<file path="src/sv/sti_pkg.sv">
package sti_pkg;

  localparam int CH_W    = 8;
  localparam int VALUE_W = 32;
  localparam int BASE_W  = 5;
  localparam int OFF_W   = 8;

  localparam logic [CH_W-1:0] CHAR_MINUS = 8'h2D;  // '-'
  localparam logic [CH_W-1:0] CHAR_PLUS  = 8'h2B;  // '+'
  localparam logic [CH_W-1:0] CHAR_ZERO  = 8'h30;  // '0'
  localparam logic [CH_W-1:0] CHAR_NINE  = 8'h39;  // '9'
  localparam logic [CH_W-1:0] CHAR_LX    = 8'h78;  // 'x'
  localparam logic [CH_W-1:0] CHAR_UX    = 8'h58;  // 'X'
  localparam logic [CH_W-1:0] CHAR_LA    = 8'h61;  // 'a'
  localparam logic [CH_W-1:0] CHAR_LF    = 8'h66;  // 'f'
  localparam logic [CH_W-1:0] CHAR_UA    = 8'h41;  // 'A'
  localparam logic [CH_W-1:0] CHAR_UF    = 8'h46;  // 'F'
  localparam logic [CH_W-1:0] CASE_DIFF  = 8'h20;

  localparam logic [BASE_W-1:0] BASE_AUTO = 5'd0;
  localparam logic [BASE_W-1:0] BASE_DEC  = 5'd10;
  localparam logic [BASE_W-1:0] BASE_HEX  = 5'd16;

  typedef enum logic [2:0] {
    PH_SIGN   = 3'd0,
    PH_PLUS   = 3'd1,
    PH_PREFIX = 3'd2,
    PH_ZERO   = 3'd3,
    PH_DIGITS = 3'd4,
    PH_DONE   = 3'd5
  } phase_t;

  // parse control state carried between transactions
  typedef struct packed {
    phase_t              phase;
    logic [BASE_W-1:0]   base;
    logic                neg;
  } ctl_t;

endpackage

</file>
<file path="src/sv/string_to_integer_parser.sv">
// strtol-style integer parser. Feed a text one character per transaction on
// the in_ stream; in_tuser marks the first character of a string. Every
// character gives one result: the signed value parsed so far (wrapping mod
// 2^32), the offset just past the last consumed character (saturating at 255)
// and a stopped flag that rises at NUL or the first non-digit and then holds
// the final result until the next string starts. Base comes from the cfg
// register (0 = auto 0x/0X detect, else that base, e.g. 10 or 16) and is
// sampled on the first character of each string. Throughput is one
// character per clock while the result stream is not stalled; each character
// passes the s1 input register and then the result register. The clock rate
// is set by the step stage, where the accumulator update is one 32x5 multiply and add.
module string_to_integer_parser #(
  parameter int MAX_CHARS = 255
) (
  input  logic        clk,
  input  logic        rst_n,
  // configuration
  input  logic        cfg_valid,
  output logic        cfg_ready,
  input  logic [4:0]  cfg_data,     // number_base
  // character stream
  input  logic        in_tvalid,
  output logic        in_tready,
  input  logic [7:0]  in_tdata,     // [7:0] ch
  input  logic [0:0]  in_tuser,     // [0] first
  // result stream
  output logic        out_tvalid,
  input  logic        out_tready,
  output logic [39:0] out_tdata,    // [31:0] value, [39:32] end_offset
  output logic [0:0]  out_tuser     // [0] stopped
);

  localparam int PW = $clog2(MAX_CHARS + 1);

  // config register
  logic [sti_pkg::BASE_W-1:0] base_r;

  // input register stage
  logic                       s1_valid_r;
  logic [sti_pkg::CH_W-1:0]   s1_ch_r;
  logic                       s1_first_r;

  // parse state
  sti_pkg::ctl_t              ctl_r;
  logic [sti_pkg::VALUE_W-1:0] acc_r;
  logic [PW-1:0]              pos_r;
  logic [PW-1:0]              cend_r;

  sti_pkg::ctl_t              ctl_nxt;
  logic [sti_pkg::VALUE_W-1:0] acc_nxt;
  logic [PW-1:0]              pos_nxt;
  logic [PW-1:0]              cend_nxt;

  logic [sti_pkg::VALUE_W-1:0] value_nxt;
  logic [sti_pkg::OFF_W-1:0]  off_nxt;
  logic                       stop_nxt;

  // result register
  logic                       out_valid_r;
  logic [sti_pkg::VALUE_W-1:0] value_r;
  logic [sti_pkg::OFF_W-1:0]  off_r;
  logic                       stop_r;

  logic advance;

  // step fires when the result register is free or being drained
  assign advance   = s1_valid_r && (!out_valid_r || out_tready);
  assign in_tready = !s1_valid_r || advance;
  assign cfg_ready = 1'b1;

  always_ff @(posedge clk) begin
    if (!rst_n) begin
      base_r <= sti_pkg::BASE_AUTO;
    end else if (cfg_valid) begin
      base_r <= cfg_data;
    end
  end

  always_ff @(posedge clk) begin
    if (!rst_n) begin
      s1_valid_r <= 1'b0;
    end else if (in_tready) begin
      s1_valid_r <= in_tvalid;
    end
  end

  always_ff @(posedge clk) begin
    if (in_tready && in_tvalid) begin
      s1_ch_r    <= in_tdata;
      s1_first_r <= in_tuser[0];
    end
  end

  sti_step #(
    .MAX_CHARS (MAX_CHARS),
    .PW        (PW)
  ) u_step (
    .ch         (s1_ch_r),
    .first      (s1_first_r),
    .cfg_base   (base_r),
    .ctl_cur    (ctl_r),
    .acc_cur    (acc_r),
    .pos_cur    (pos_r),
    .cend_cur   (cend_r),
    .ctl_nxt    (ctl_nxt),
    .acc_nxt    (acc_nxt),
    .pos_nxt    (pos_nxt),
    .cend_nxt   (cend_nxt),
    .value      (value_nxt),
    .end_offset (off_nxt),
    .stopped    (stop_nxt)
  );

  // parse state commits once per character
  always_ff @(posedge clk) begin
    if (!rst_n) begin
      ctl_r  <= '{phase: sti_pkg::PH_SIGN, base: '0, neg: 1'b0};
      acc_r  <= '0;
      pos_r  <= '0;
      cend_r <= '0;
    end else if (advance) begin
      ctl_r  <= ctl_nxt;
      acc_r  <= acc_nxt;
      pos_r  <= pos_nxt;
      cend_r <= cend_nxt;
    end
  end

  always_ff @(posedge clk) begin
    if (!rst_n) begin
      out_valid_r <= 1'b0;
    end else if (advance) begin
      out_valid_r <= 1'b1;
    end else if (out_tready) begin
      out_valid_r <= 1'b0;
    end
  end

  always_ff @(posedge clk) begin
    if (advance) begin
      value_r <= value_nxt;
      off_r   <= off_nxt;
      stop_r  <= stop_nxt;
    end
  end

  assign out_tvalid = out_valid_r;
  assign out_tdata  = {off_r, value_r};
  assign out_tuser  = stop_r;

endmodule

</file>
<file path="src/sv/sti_step.sv">
module sti_step #(
  parameter int MAX_CHARS = 255,
  parameter int PW        = 8
) (
  input  logic [sti_pkg::CH_W-1:0]     ch,
  input  logic                         first,
  input  logic [sti_pkg::BASE_W-1:0]   cfg_base,
  input  sti_pkg::ctl_t                ctl_cur,
  input  logic [sti_pkg::VALUE_W-1:0]  acc_cur,
  input  logic [PW-1:0]                pos_cur,
  input  logic [PW-1:0]                cend_cur,
  output sti_pkg::ctl_t                ctl_nxt,
  output logic [sti_pkg::VALUE_W-1:0]  acc_nxt,
  output logic [PW-1:0]                pos_nxt,
  output logic [PW-1:0]                cend_nxt,
  output logic [sti_pkg::VALUE_W-1:0]  value,
  output logic [sti_pkg::OFF_W-1:0]    end_offset,
  output logic                         stopped
);

  localparam int OW = (PW > sti_pkg::OFF_W) ? PW : sti_pkg::OFF_W;
  localparam logic [PW:0] MAXC = (PW+1)'(MAX_CHARS);

  logic [PW:0]   pos_inc;
  logic [PW-1:0] cend_sat;
  logic [OW-1:0] cend_ext;

  // consumed end if this character is taken
  assign pos_inc  = {1'b0, (first ? '0 : pos_cur)} + (PW+1)'(1);
  assign cend_sat = (pos_inc > MAXC) ? PW'(MAX_CHARS) : pos_inc[PW-1:0];

  always_comb begin
    sti_pkg::ctl_t               c;
    logic [sti_pkg::VALUE_W-1:0] a;
    logic [PW-1:0]               p;
    logic [PW-1:0]               e;
    logic                        handled;
    logic                        is_x;
    logic                        ok;
    logic [sti_pkg::CH_W-1:0]    lc;
    logic [3:0]                  d;

    if (first) begin
      c = '{phase: sti_pkg::PH_SIGN, base: '0, neg: 1'b0};
      a = '0;
      p = '0;
      e = '0;
    end else begin
      c = ctl_cur;
      a = acc_cur;
      p = pos_cur;
      e = cend_cur;
    end
    handled = 1'b0;
    is_x    = 1'b0;
    ok      = 1'b0;
    d       = '0;
    lc      = ((ch >= sti_pkg::CHAR_UA) && (ch <= sti_pkg::CHAR_UF)) ?
              (ch + sti_pkg::CASE_DIFF) : ch;

    if (c.phase != sti_pkg::PH_DONE) begin
      if (c.phase == sti_pkg::PH_SIGN) begin
        c.base  = cfg_base;
        c.phase = sti_pkg::PH_PLUS;
        if (ch == sti_pkg::CHAR_MINUS) begin
          c.neg   = 1'b1;
          e       = cend_sat;
          handled = 1'b1;
        end
      end
      if (!handled && c.phase == sti_pkg::PH_PLUS) begin
        c.phase = sti_pkg::PH_PREFIX;
        if (ch == sti_pkg::CHAR_PLUS) begin
          e       = cend_sat;
          handled = 1'b1;
        end
      end
      if (!handled && c.phase == sti_pkg::PH_PREFIX) begin
        if ((c.base == sti_pkg::BASE_AUTO || c.base == sti_pkg::BASE_HEX) &&
            ch == sti_pkg::CHAR_ZERO) begin
          c.phase = sti_pkg::PH_ZERO;
          e       = cend_sat;
          handled = 1'b1;
        end else begin
          if (c.base == sti_pkg::BASE_AUTO) c.base = sti_pkg::BASE_DEC;
          c.phase = sti_pkg::PH_DIGITS;
        end
      end
      if (!handled && c.phase == sti_pkg::PH_ZERO) begin
        is_x = (ch == sti_pkg::CHAR_LX) ||
               (c.base == sti_pkg::BASE_AUTO && ch == sti_pkg::CHAR_UX);
        c.phase = sti_pkg::PH_DIGITS;
        if (is_x) begin
          c.base  = sti_pkg::BASE_HEX;
          e       = cend_sat;
          handled = 1'b1;
        end else if (c.base == sti_pkg::BASE_AUTO) begin
          c.base = sti_pkg::BASE_DEC;
        end
      end
      if (!handled && c.phase == sti_pkg::PH_DIGITS) begin
        if (ch >= sti_pkg::CHAR_ZERO && ch <= sti_pkg::CHAR_NINE) begin
          ok = 1'b1;
          d  = 4'(ch - sti_pkg::CHAR_ZERO);
        end else if (c.base > sti_pkg::BASE_DEC &&
                     lc >= sti_pkg::CHAR_LA && lc <= sti_pkg::CHAR_LF) begin
          ok = 1'b1;
          d  = 4'(lc - sti_pkg::CHAR_LA) + 4'd10;
        end
        if (ok) begin
          // single 32x5 multiply-add, wraps mod 2^32
          a = 32'(a * 32'(c.base)) + 32'(d);
          e = cend_sat;
        end else begin
          c.phase = sti_pkg::PH_DONE;
        end
      end
      if ({1'b0, p} < MAXC) p = pos_inc[PW-1:0];
    end

    ctl_nxt  = c;
    acc_nxt  = a;
    pos_nxt  = p;
    cend_nxt = e;
  end

  assign cend_ext   = OW'(cend_nxt);
  assign end_offset = (cend_ext > OW'(255)) ? 8'hFF : cend_ext[sti_pkg::OFF_W-1:0];
  assign value      = ctl_nxt.neg ? (32'd0 - acc_nxt) : acc_nxt;
  assign stopped    = (ctl_nxt.phase == sti_pkg::PH_DONE);

endmodule
</file>
<file path="config.mk">
export PLATFORM = sky130hd
export DESIGN_NAME = string_to_integer_parser
export DESIGN_NICKNAME = d
export VERILOG_FILES = /design/src/sv/sti_pkg.sv /design/src/sv/string_to_integer_parser.sv /design/src/sv/sti_step.sv
export SDC_FILE = /design/constraint.sdc
export NUM_CORES = 1
export LEC_CHECK = 0
export BUFFER_PORTS_ARGS = -buffer_cell sky130_fd_sc_hd__buf_4
export CAP_MARGIN = 20
export CORE_ASPECT_RATIO = 1.25
export CORE_UTILIZATION = 30
export CTS_BUF_LIST = sky130_fd_sc_hd__clkbuf_4 sky130_fd_sc_hd__clkbuf_8 sky130_fd_sc_hd__clkbuf_16
export DETAILED_ROUTE_END_ITERATION = 8
export HOLD_SLACK_MARGIN = 0.02
export PLACE_DENSITY = 0.56
export REMOVE_ABC_BUFFERS = 1
export SLEW_MARGIN = 20
export SYNTH_ARGS = -nofsm -noshare
export SYNTH_HDL_FRONTEND = slang
export SYNTH_HIERARCHICAL = 1
export SYNTH_SLANG_ARGS = --single-unit
</file>
<file path="constraint.sdc">
create_clock -name clk -period 7.91 [get_ports clk]
set_input_delay 0.791 -clock clk [delete_from_list [all_inputs] [get_ports clk]]
set_output_delay 0.791 -clock clk [all_outputs]
set_load 0.01 [all_outputs]
</file>
Yosys cells after proc, flatten, opt, wreduce, memory -nomap -nowiden --
Cells that the tools add are included.
Storage, ports and cells: register bits 114, input bits 19, logic and storage cells 133
Cells by class: multiplexer cells 63, reductions and logical operators 26, $mul 1, order comparisons 10, equality and inequality tests 12, add/subtract/negate cells 7
Operator list (count):
- 2-to-1 mux 8 bit | 22
- 2-to-1 mux 32 bit | 5
- 2-to-1 mux 9 bit | 4
- adder 32 x 4 -> 32 bit | 1
- multiplier 32 x 5 -> 32 bit | 1
- subtractor 1 x 32 -> 32 bit, first input constant | 1
- == test 8 x 6 -> 1 bit, second input constant | 3
- 2-to-1 mux 5 bit | 4
- 2-to-1 mux 1 bit | 19
- == test 8 x 7 -> 1 bit, second input constant | 2
- greater-or-equal comparator 8 x 7 -> 1 bit, second input constant | 2
- less-or-equal comparator 8 x 7 -> 1 bit, second input constant | 2
- 2-to-1 mux 4 bit | 4
- 2-to-1 mux 3 bit | 5
- logical AND 1 bit | 12
- logical NOT 5 bit | 2
- adder 8 x 1 -> 9 bit, second input constant | 1
- greater-than comparator 9 x 8 -> 1 bit, second input constant | 1
- adder 8 x 6 -> 8 bit, second input constant | 1
- greater-or-equal comparator 8 x 6 -> 1 bit, second input constant | 1
- greater-than comparator 8 bit, second input constant | 1
- less-or-equal comparator 8 x 6 -> 1 bit, second input constant | 1
- less-than comparator 8 bit, second input constant | 1
- subtractor 4 x 1 -> 4 bit, second input constant | 2
- other kinds (11) | 21

Longest topological paths before layout --
word-level depth 31, gate-level depth with buffers 31, depth with buffers taken out 29

Modules after synthesis --
Netlist, hierarchy kept.
By module, submodules not included:
- sti_step | instances 1, cells an instance 1110, sequential area each 0.0 sq um, area an instance 7898.8 sq um
- string_to_integer_parser | instances 1, cells an instance 325, sequential area each 2782.7 sq um, area an instance 4055.1 sq um

Worst setup path before layout --
No wires, ideal clock.
path type register -> register, start point register s1_first_r, end point register value_r[28] in the netlist's numbering, data pin, setup time 0.263 ns, slack 1.100 ns, cell stages (with the launch flop) 27, arrival 6.547 ns, path through edfxtp_1 inv_2 clkbuf_1 buf_1 clkbuf_1 clkbuf_1 buf_1 nand3_1 fa_1 inv_1 fa_1 inv_1 fa_1 inv_1 ha_1 clkbuf_1 o21ai_0 nand2_1 a31o_2 a21o_1 and4_1 nor4_1 nand4_4 a22oi_4 nand4b_4 o41ai_2 xnor2_1
On the way: word-level cells in the longest chain between the ends 31, elaborated cells on any way between the ends 67
Ends and longest elaborated chain:
- start: declaration | RTL line string_to_integer_parser.sv:41 | logic s1_first_r;
- start signal: assignment | RTL line string_to_integer_parser.sv:90 | s1_first_r <= in_tuser[0];
- branches (longest 30 deep; another with 2-to-1 mux 9 bit)
- 2-to-1 mux 32 bit * | RTL line sti_step.sv:129 | assign value = ctl_nxt.neg ? (32'd0 - acc_nxt) : acc_nxt;
- named net value_nxt, one bit | RTL line string_to_integer_parser.sv:54 | logic [sti_pkg::VALUE_W-1:0] value_nxt;
- end signal: assignment | RTL line string_to_integer_parser.sv:141 | value_r <= value_nxt;
- end: declaration | RTL line string_to_integer_parser.sv:60 | logic [sti_pkg::VALUE_W-1:0] value_r;
Mark *: on every way through the listed nets, which the timed path passes. The select of a mux whose other input is x is not followed. A chain may end at the register's enable or synchronous reset.

Worst setup path in the final report --
start point register ctl_r[6] in the netlist's numbering, end point register value_r[28] in the netlist's numbering, data pin
On the way: word-level cells in the longest chain between the ends 31, elaborated cells on any way between the ends 65
Ends and longest elaborated chain:
- start: declaration | RTL line string_to_integer_parser.sv:44 | sti_pkg::ctl_t ctl_r;
- start signal: assignment | RTL line string_to_integer_parser.sv:117 | ctl_r <= '{phase: sti_pkg::PH_SIGN, base: '0, neg: 1'b0};
- start signal: assignment | RTL line string_to_integer_parser.sv:122 | ctl_r <= ctl_nxt;
- 2-to-1 mux 9 bit * | RTL line sti_step.sv:43 | if (first) begin
- branches (longest 29 deep; another with 2-to-1 mux 9 bit)
- 2-to-1 mux 32 bit * | RTL line sti_step.sv:129
- named net value_nxt, one bit | RTL line string_to_integer_parser.sv:54
Marked as above.

==> run_results.csv <==
group,metric,value,unit
drt,first_pass_iters,6,
cells_and_area,post_layout_nonfiller_instances,1975,
global_routing,grt_usage,16.5,%
min_path,hold-path-cell-count,2,
global_routing,grt_antenna_before_repair,0,
global_routing,grt_first_pass_wirelength,52600,um
synth,synth_area_per_cell,8.33,um^2
synth,syn-instance-count,1435,
global_routing,grt.met3_usage,2.50,%
synth,flip_flop_and_latch_count_after_synthesis,114,
timing,setup_viol,0,
cells_and_area,mostFrequentLayoutCell,"sky130_fd_sc_hd__nand2_1",
global_routing,global_route.overflow_total,0,
global_routing,grt_start_max_net_pins,79,
timing,fin_crit,7450,ps
timing,timing.hold.ws,462,ps
drt,initialDrtViolationCount,592,
drt,ant_nets,0,
floorplan,number_of_placement_rows,81,
timing,setup_tns,0,ps
synth,proportion_of_synthesized_flip_flops_having_asynchronous_set_or_reset,0,%
drt,routed_wirelength,32500,um
cells_and_area,final_cell_mix,"sky130_fd_sc_hd__nand2_1 (253), sky130_fd_sc_hd__nor2_1 (151), sky130_fd_sc_hd__inv_1 (137)",
timing,hold_viol_final,0,
floorplan,initial_core_util,30.5,%
drt,wire_per_inst,16.5,um
synth,synthDistinctLibCells,92,
timing,worst_max_slew_pin_slew,923,ps
synth,yosysWarningCount,6,
clock_tree,ctsLongestPathBuffers,2,
clock_tree,clock_net_sink_count,114,
floorplan,ioPinCount,63,
floorplan,die_footprint,40700,um^2
placed_design,place_hpwl,24700,um
clock_tree,tritoncts.num_buffers,17,
power,power_density,120,nW/um^2
job,max-cap-violations,0,
cells_and_area,finalNetCount,1640,
worst_setup_path,timing.critical_path.arrival,7620,ps
worst_setup_path,rr_worst_depth,24,
run_status,outcome,"completed",
global_routing,grt_pass1_vias,10100,
cells_and_area,antenna_cell_count,0,
drt,vias_per_cell,5.13,
worst_setup_path,chain_of_cells_forming_the_critical_path,"nor2b_1, o21ai_0, a211o_1, o211ai_1, nor2_2, nor2b_1, o221ai_1, o21ai_0, fa_1, ha_1, ha_1, ha_1, fa_1, a211oi_1, o21ai_0, a21oi_1, a211oi_2, or4_1, a21oi_1, nand4_4, a22oi_4, nand4b_4, o41ai_2, xnor2_1",
power,total_leakage_power,5.76,nW
timing,max_slew_margin,38.5,%
power,power,1.61,mW
synth,synth_ff_type,"sky130_fd_sc_hd__dfxtp_1",
worst_setup_path,worstSetupPathType,"reg2reg",
clock_tree,cts_tree,"yes",
cells_and_area,utilization,34.2,%
cells_and_area,share_of_layout_cells_above_drive_strength_1,11.4,%
cells_and_area,seq_area,2780,um^2
worst_setup_path,worstPathRequired,8080,ps
clock_tree,clk_transition_reported_paths,60,ps
placed_design,place.detailed.instances,1938,
worst_setup_path,regToRegSetupSlack,460,ps
floorplan,placeableCoreArea,39200,um^2
power,worst_ir_drop_vdd,0.151,mV
worst_setup_path,cpPeakStageDelay,540,ps
clock_tree,clock-root-buffer,"sky130_fd_sc_hd__clkbuf_16",
global_routing,grt_util_met2,30.0,%
worst_setup_path,worst-path-max-fanout,9,
timing,finClkSkew,11.8,ps
floorplan,die_width,181,um
cells_and_area,nFillCells,4067,
worst_setup_path,critPathSlowestCell,"sky130_fd_sc_hd__o21ai_0",
global_routing,gr-max-usage-layer,"met2",
synth,post_synth_instance_area,12000,um^2
cells_and_area,multiInputGateArea,8260,um^2
drt,dr_total_vias,10100,
global_routing,global_route_met1_usage,19.5,%
clock_tree,post_cts_hold_buffer_count,0,
timing,rsz_0062_raised_after_global_routing,"no",
clock_tree,h-tree-depth,4,
floorplan,die_y,225,um
cells_and_area,synthToLayoutAreaGrowth,12.0,%
synth,number_of_flops_mapped_to_enable_cells_by_yosys,50,
timing,timing_max_transition_violations_final,0,
timing,finalCritPeriodShare,94.2,%
worst_setup_path,crit_path_end_kind,"register",
worst_setup_path,critical_path.startpoint_type,"register",
timing,fmax,134,MHz
clock_tree,insertion_delay,430,ps
drt,post-route-drc-count,0,
synth,seq_area_frac_synth,23.3,%
placed_design,place.gp.congestion,0.904,
min_path,worstHoldPathType,"reg2reg",
placed_design,portBuffers,61,
## path summary, 6_finish.rpt
path                                        startpoint                     end
worst max register to register   ctl_r[6]$_SDFFE_PN0P_   value_r[28]$_DFFE_PP_
worst max-delay path             ctl_r[6]$_SDFFE_PN0P_   value_r[28]$_DFFE_PP_
worst min register to register  cend_r[3]$_SDFFE_PN0P_  cend_r[3]$_SDFFE_PN0P_
worst min-delay path            cend_r[3]$_SDFFE_PN0P_  cend_r[3]$_SDFFE_PN0P_
## state kept, by name, summed over array words and instances (netlist names)
name	flops
out_tuser	1
s1_first_r	1
value_r	32
out_tvalid	1
s1_ch_r	8
cend_r	8
off_r	8
s1_valid_r	1
ctl_r	9
acc_r	32
base_r	5
pos_r	8
## cell type report
class	instances	share of cell area, %
tap	498	4.65
inverter	142	3.98
clock inverter	13	0.841
clock buffer	19	3.29
timing repair buffer	86	4.82
multi-input combinational	1103	61.6
sequential	114	20.8
## cell families after synthesis
group / after synthesis / synth area share [%]
simple gates: 560 / 21.7
compound gates: 242 / 13.7
buf+inv: 218 / 8.02
fa+ha+maj: 157 / 21.8
flops: 114 / 23.3
mux: 79 / 6.65
xor+xnor: 64 / 4.80
other cells: 1 / 0.0314
## worst max-delay path: cells and delay by family (launching register included)
kind / cells / cell delay (ps)
compound gates: 12 / 3560
simple gates: 6 / 1240
flops: 1 / 530
xor+xnor: 1 / 100
fa+ha+maj: 5 / 1780
## through the flow
stage / instance area, um^2 / setup slack, ps
2_1_floorplan: 11500 / -703
3_3_place_gp: 12800 / 464
3_5_place_dp: 12800 / 267
4_1_cts: 13300 / 246
5_1_grt: 13400 / 15.6
6_report: 13400 / 458
## cells in the mapped netlist, types with 5 or more instances
cell type	number	share of area, %
sky130_fd_sc_hd__nand2_1	253	7.9
sky130_fd_sc_hd__dfxtp_1	64	11
sky130_fd_sc_hd__buf_1	7	0.22
sky130_fd_sc_hd__o21ai_0	66	2.8
sky130_fd_sc_hd__ha_1	71	7.4
sky130_fd_sc_hd__nand3_1	23	0.96
sky130_fd_sc_hd__a21oi_1	54	2.3
sky130_fd_sc_hd__nor3_1	17	0.71
sky130_fd_sc_hd__o21bai_1	5	0.31
sky130_fd_sc_hd__o31ai_1	10	0.63
sky130_fd_sc_hd__nor2_1	152	4.8
sky130_fd_sc_hd__o211ai_1	5	0.31
sky130_fd_sc_hd__mux2i_1	76	6.4
sky130_fd_sc_hd__clkbuf_1	37	1.2
sky130_fd_sc_hd__a22oi_1	5	0.31
sky130_fd_sc_hd__and2_1	7	0.37
sky130_fd_sc_hd__a31oi_1	12	0.63
sky130_fd_sc_hd__a211oi_1	7	0.44
sky130_fd_sc_hd__fa_1	86	14
sky130_fd_sc_hd__buf_6	6	0.57
sky130_fd_sc_hd__o21ai_1	5	0.21
sky130_fd_sc_hd__buf_4	13	0.82
sky130_fd_sc_hd__nand2b_1	8	0.42
sky130_fd_sc_hd__and3_1	7	0.37
sky130_fd_sc_hd__edfxtp_1	50	13
sky130_fd_sc_hd__or2_2	5	0.26
sky130_fd_sc_hd__nor2b_1	37	1.9
sky130_fd_sc_hd__xnor2_1	44	3.2
sky130_fd_sc_hd__nor4_1	6	0.31
sky130_fd_sc_hd__inv_1	137	4.3
sky130_fd_sc_hd__xor2_1	19	1.4
sky130_fd_sc_hd__o21a_1	7	0.44
sky130_fd_sc_hd__a21o_1	15	0.94
sky130_fd_sc_hd__buf_2	10	0.42
sky130_fd_sc_hd__o221ai_1	5	0.37
## power by group
part | total (mW) | internal (mW) | switching [mW]
clock | 0.746 | 0.438 | 0.308
sequential | 0.649 | 0.633 | 0.0160
combinational | 0.213 | 0.0712 | 0.142
## layer usage
layer / vias to the layer above / part of all wire, %
li1: 4864 / -
met1: 4958 / 43
met2: 259 / 51
met3: 43 / 3.9
met4: 0 / 2.3
met5: - / 0
## what timing repair did
action	CTS	global route
resized for setup	0	6
endpoints found under the hold margin	0	0
buffers inserted	0	5
endpoints found under the setup margin	0	13
Power figures use the tool's default switching activity.
